File: config.mk
export PLATFORM = sky130hd
export DESIGN_NAME = swm_cell
export DESIGN_NICKNAME = d
export VERILOG_FILES = /design/src/rtl/swm_pkg.sv /design/src/rtl/swm_cell.sv
export SDC_FILE = /design/constraint.sdc
export NUM_CORES = 1
export LEC_CHECK = 0
export BUFFER_PORTS_ARGS = -buffer_cell sky130_fd_sc_hd__buf_2
export CAP_MARGIN = 20
export CORE_MARGIN = 2
export CORE_UTILIZATION = 46
export DETAILED_ROUTE_END_ITERATION = 6
export PLACE_DENSITY = 0.86
export SETUP_SLACK_MARGIN = 0.1
export SLEW_MARGIN = 30
export SYNTH_ARGS = -nofsm -noshare
export SYNTH_HDL_FRONTEND = slang
export SYNTH_SLANG_ARGS = --single-unit
File: constraint.sdc
create_clock -name clk -period 3.1 [get_ports clk]
set_input_delay 0.62 -clock clk [delete_from_list [all_inputs] [get_ports clk]]
set_output_delay 0.62 -clock clk [all_outputs]
set_load 0.02 [all_outputs]
File: src/rtl/swm_pkg.sv
// Shared constants and types for the sliding window median filter.
package swm_pkg;

    // Default sizes
    localparam int WINDOW_MAX_DEF   = 64;
    localparam int SAMPLE_WIDTH_DEF = 32;

    // Window size register
    localparam int                 WSIZE_WIDTH = 7;
    localparam logic [WSIZE_WIDTH-1:0] WSIZE_RESET = 7'd3;

    // Per-cycle command broadcast to every cell of the sorted chain
    typedef struct packed {
        logic flush;   // window emptied before this word enters
        logic evict;   // drop the oldest live sample
        logic insert;  // put the incoming sample in order
    } swm_ctrl_t;

endpackage

File: src/rtl/swm_cell.sv
// One cell of the sorted chain: holds a sample, its age and a valid flag.
module swm_cell #(
    parameter int SAMPLE_WIDTH = swm_pkg::SAMPLE_WIDTH_DEF,
    parameter int AGE_WIDTH    = 6
) (
    input  logic                           clk,
    input  logic                           rst_n,
    input  swm_pkg::swm_ctrl_t             ctrl,
    input  logic signed [SAMPLE_WIDTH-1:0] sample,
    input  logic        [AGE_WIDTH-1:0]    oldest_age,
    // raw view of the cell above
    input  logic signed [SAMPLE_WIDTH-1:0] up_value,
    input  logic        [AGE_WIDTH-1:0]    up_age,
    input  logic                           up_valid,
    input  logic                           up_gt,
    // post-eviction view of the cell below
    input  logic signed [SAMPLE_WIDTH-1:0] lo_value,
    input  logic        [AGE_WIDTH-1:0]    lo_age,
    input  logic                           lo_valid,
    input  logic                           lo_gt,
    input  logic                           rb_in,
    // raw view of this cell
    output logic signed [SAMPLE_WIDTH-1:0] value,
    output logic        [AGE_WIDTH-1:0]    age,
    output logic                           valid,
    output logic                           gt,
    // post-eviction view of this cell
    output logic signed [SAMPLE_WIDTH-1:0] sh_value,
    output logic        [AGE_WIDTH-1:0]    sh_age,
    output logic                           sh_valid,
    output logic                           sh_gt,
    output logic                           rb_out
);

    logic signed [SAMPLE_WIDTH-1:0] value_reg, value_next;
    logic        [AGE_WIDTH-1:0]    age_reg, age_next;
    logic                           valid_reg, valid_next;
    logic                           live;
    logic                           up_live;
    logic                           hit;
    logic                           rb;

    // Live view: a flush empties the whole window
    assign live    = valid_reg & ~ctrl.flush;
    assign up_live = up_valid & ~ctrl.flush;
    // Empty cells count as larger than any sample
    assign gt      = ~live | (value_reg > sample);

    // Eviction: this cell holds the oldest sample
    assign hit    = ctrl.evict & live & (age_reg == oldest_age);
    assign rb     = rb_in | hit;
    assign rb_out = rb;

    // Cells at or above the evicted one close the gap from above
    assign sh_value = rb ? up_value : value_reg;
    assign sh_age   = rb ? up_age   : age_reg;
    assign sh_valid = rb ? up_live  : live;
    assign sh_gt    = rb ? up_gt    : gt;

    // Insertion after eviction
    always_comb
    begin
        value_next = sh_value;
        age_next   = sh_age;
        valid_next = sh_valid;
        if (ctrl.insert)
        begin
            valid_next = sh_valid | lo_valid;
            if (!sh_gt)
            begin
                age_next = sh_age + AGE_WIDTH'(1);
            end
            else if (lo_gt)
            begin
                value_next = lo_value;
                age_next   = lo_age + AGE_WIDTH'(1);
            end
            else
            begin
                value_next = sample;
                age_next   = '0;
            end
        end
    end

    // Valid flag
    always_ff @(posedge clk or negedge rst_n)
    begin
        if (!rst_n)
        begin
            valid_reg <= 1'b0;
        end
        else if (ctrl.insert || ctrl.evict)
        begin
            valid_reg <= valid_next;
        end
    end

    // Sample and age payload
    always_ff @(posedge clk)
    begin
        if (ctrl.insert || ctrl.evict)
        begin
            value_reg <= value_next;
            age_reg   <= age_next;
        end
    end

    assign value = value_reg;
    assign age   = age_reg;
    assign valid = valid_reg;

endmodule

# Word-level counts from Yosys, hierarchy flattened
# Cells that the tools add are included.
totals:
  regBits: 39
  inputBits: 124
  word_cells: 28
  output_inout_bits: 81
op_classes:
  bitwise_logic: 9
  reduce_logical: 1
  n_lt_le_gt_ge: 1
  muxes: 11
  eq_ne: 1
  add_sub_neg: 2
op_table:
  columns: ["operator", "n"]
  rows:
  - ["two-way mux 32 bit", 4]
  - ["> comparator 32 bit", 1]
  - ["two-way mux 6 bit", 4]
  - ["adder 6 x 1 -> 6 bit (second input constant)", 2]
  - ["equality test 6 bit", 1]
  - ["bitwise AND 1 bit", 4]
  - ["two-way mux 1 bit", 3]
  - ["OR 1 bit", 3]
  - ["NOT 1 bit", 2]
  - ["logical OR 1 bit", 1]

# Longest topological paths before layout
depth:
  depth_word: 9
  mapped_depth: 12
  mapped_depth_nobuf: 11

# Worst setup path after synthesis
# No wires, ideal clock.
synth_path:
  path_kind: "input-to-reg"
  start: "in sample[31]"
  end: "reg value_reg[10] (netlist: value[10]) (data pin)"
  required_ns: 2.840
  n_path_buf: 1
  setup_time_ns: 0.260
  setup_slack_ns: -0.092
  cell_stages: 12
  t_arrival_ns: 2.932
  path_cell_list: "inv_1 -> ha_1 -> nand4_2 -> or4_4 -> nand2b_4 -> nand3_2 -> o211ai_2 -> nor2_4 -> inv_4 -> nand2_8 -> buf_12 -> mux2_4"
synth_between:
  elab_chain_len: 5
synth_lines:
  columns: ["item", "line", "text"]
  rows:
  - ["start, declared", "swm_cell.sv:9", "input logic signed [SAMPLE_WIDTH-1:0] sample,"]
  - ["> comparator 32 bit", "swm_cell.sv:47", "assign gt = ~live | (value_reg > sample);"]
  - ["OR 1 bit", "swm_cell.sv:47", null]
  - ["two-way mux 1 bit", "swm_cell.sv:58", "assign sh_gt = rb ? up_gt : gt;"]
  - ["via sh_gt", "swm_cell.sv:31", "output logic sh_gt,"]
  - ["two-way mux 32 bit", "swm_cell.sv:69", "if (!sh_gt)"]
  - ["two-way mux 32 bit", "swm_cell.sv:66", "if (ctrl.insert)"]
  - ["via value_next[10]", "swm_cell.sv:35", "logic signed [SAMPLE_WIDTH-1:0] value_reg, value_next;"]
  - ["end signal, assigned", "swm_cell.sv:104", "value_reg <= value_next;"]
  - ["end, declared", "swm_cell.sv:35", null]
# The timed path passes the listed nets, and every way through them passes these cells.
# A chain may end at the register's enable or synchronous reset.

# Final worst setup path
layout_path:
  start: "reg value_reg[25] (netlist: value[25])"
  end: "out gt"
layout_between:
  elab_chain_len: 2
layout_lines:
  columns: ["item", "line", "text"]
  rows:
  - ["> comparator 32 bit", "swm_cell.sv:47", null]
  - ["OR 1 bit", "swm_cell.sv:47", null]
  - ["end, declared", "swm_cell.sv:26", "output logic gt,"]
# No other way between the ends.

==> qor.yml <==
clock_network:
  clock_path_buffers: 2
  cts_buffers: 5
  cts_tree: "yes"
  clk_pin_slew_worst_paths_ns: 0.08
  clk_latency_ns: 0.29
  cts.sink_count: 39
  cts_hold_buf: 0
  h-tree-depth: 2
  cts_root_buffer: "clkbuf_8"
synth:
  synthCells: 380
  syn_area_per_cell_um2: 10.0
  ys_seq_area_share_pct: 30.6
  ys_ff_latch: 39
  ys_async_sr_fraction_pct: 2.56
  ys_types: 51
  synth_edf_count: 38
  ys_warn_count: 0
  synth.cell_area_um2: 3810
  synth_fp_nets: 538
  synth_top_flop_cell: "edfxtp_1"
global_route:
  gr-total-overflow: 0
  grt_pass1_vias: 3733
  grt_max_degree: 39
  gr-usage-all-layers_pct: 24.5
  antenna_found_initial: 0
  grt_pass1_wl_um: 17400
sta:
  drv_slew: 0
  setup_viol_count_final: 0
  rsz0062_at_grt: "true"
  hold_viol: 0
  min_period_ns: 3.06
  period_share_pct: 98.6
  tightest_slew_ns: 0.557
  relSlewSlack_pct: 62.8
  max_freq_ghz: 0.327
  clock_skew_ns: 0.0111
route:
  avgViaCountPerCell: 5.39
  ant_nets: 0
  first_pass_iters: 4
  vias: 3894
  initialDrtViolationCount: 108
  drcViolationCount: 0
  wl_per_cell_um: 16.6
  finalWirelength_um: 12000
die:
  die_h_um: 95.1
  dieArea_um2: 9040
  start_util_pct: 46.9
  floorplan.rows: 33
  core_region_area_um2: 8130
  io_pins: 205
  die_w_um: 95.1
run:
  maxCapViolCount: 0
final_layout:
  n_antenna_cell: 0
  fin_area_um2: 5610
  final_common_cell: "buf_2"
  drive_above_1_share_pct: 58.0
  area_delta_synth_final_pct: 47.0
  layout.cells.most_common_list: "buf_2 (201), nand2_1 (42), mux2_2 (38), edfxtp_1 (38), o21ai_0 (35)"
  layout.nets: 774
  utilization_pct: 68.9
  largest_register_ffs: 32
critical_path:
  critPathLaunchType: "flop"
  crit_fanout: 3
  worstPathArrival_ns: 2.44
  worstSetupPathType: "reg -> out"
  cp_data_required_time_ns: 2.48
  timing.critical_path.to_type: "primary output"
place:
  dpl.hpwl_um: 8930
  globalplace.congestion: 0.899
  place_area_um2: 5080
  io_buffer_count: 204
worst_hold_path:
  holdCritPathClass: "in -> async"
power:
  ir_worst_vdd_v: 0.000213
  total_power_mw: 2.33
  p_per_area_nw_per_um2: 415
  p_leak_nw: 2.76
status:
  status: "finished clean"
cell families (layout without fill, tap and decap cells):
family	after synthesis	in the layout	share of synthesized area, %
XOR/XNOR	11	11	2.53
adder cells (fa/ha/maj)	34	34	11.2
flip-flops	39	39	30.6
buffers and inverters	54	290	6.76
AO/OA/AOI/OAI	72	73	11.2
multiplexers	75	75	24.8
AND/OR/NAND/NOR	95	95	13.0
cells in the mapped netlist (all sizes together), types with 5 or more instances:
master  count  area [um^2]
o21ai      35          175
nor2        8         37.5
nand2      43          178
ha         34          425
xor2        8         70.1
buf         9         86.3
mux2i       5         50.1
mux2       70          897
nand4      10         68.8
nand3      15         80.1
clkbuf      7         26.3
edfxtp     38         1140
inv        38          145
a21oi      16         83.8
what timing repair did:
action / CTS / global route
setup buffers: 17 / 4
resized for setup: 13 / 14
pin swaps: 13 / 5
cloned: 0 / 6
endpoints found under the setup margin: 39 / 72
hold endpoints to repair: 0 / 0
metal layers:
metal	global-route usage, %	vias to the layer above	part of all wire (%)
met3	4.58	26	6.6
met1	28.0	1834	39
met4	6.52	0	2.2
met5	0	-	0
li1	-	1862	-
met2	46.4	172	53
through the flow:
step	hold slack, ns	TNS (ns)	worst slack (ns)	std cells
global placement	0.396	-0.000396	-0.000396	686
finish	0.0854	0	0.0438	722
floorplan	0.324	0	0.103	380
global route	0.0739	-0.0844	-0.0822	722
detailed placement	0.396	-1.82	-0.0881	686
CTS	0.0783	0	0.0535	711
layout make-up:
class | count | area, um^2
inverters | 38 | 150
fillers | 609 | 2530
well taps | 105 | 131
repair buffers | 244 | 1470
clock buffers | 6 | 72.6
flip-flops and latches | 39 | 1170
clock inverters | 2 | 7.51
multi-input cells | 288 | 2610
power breakdown:
group / leakage [nW] / total, mW / switching, mW / internal (mW)
combinational: 2.32 / 1.23 / 0.644 / 0.585
clock: 0.0403 / 0.333 / 0.179 / 0.154
sequential: 0.403 / 0.764 / 0.0756 / 0.688
total: 2.76 / 2.33 / 0.899 / 1.43
worst max-delay path: stages (launching register included):
cell	delay (ns)
edfxtp_1	0.45
ha_4	0.30
nand4_1	0.14
or4_4	0.56
a21o_1	0.20
nand3_1	0.10
xnor2_1	0.07
a21o_1	0.19
buf_6	0.13
final timing paths:
| check | start | endpoint | slack (ns) | cells past startpoint |
|---|---|---|---|---|
| worst max register to register | value[25] | value[25] | 0.15 | 12 |
| min in group clk | lo_valid | valid | 0.62 | 3 |
| max in group asynchronous | rst_n | valid | 2.93 | 1 |
| worst max-delay path | value[25] | gt | 0.04 | 8 |
| worst min-delay path | rst_n | valid | 0.09 | 1 |
| worst min register to register | value[5] | value[5] | 0.77 | 2 |
(Power assumes the default switching activity.)
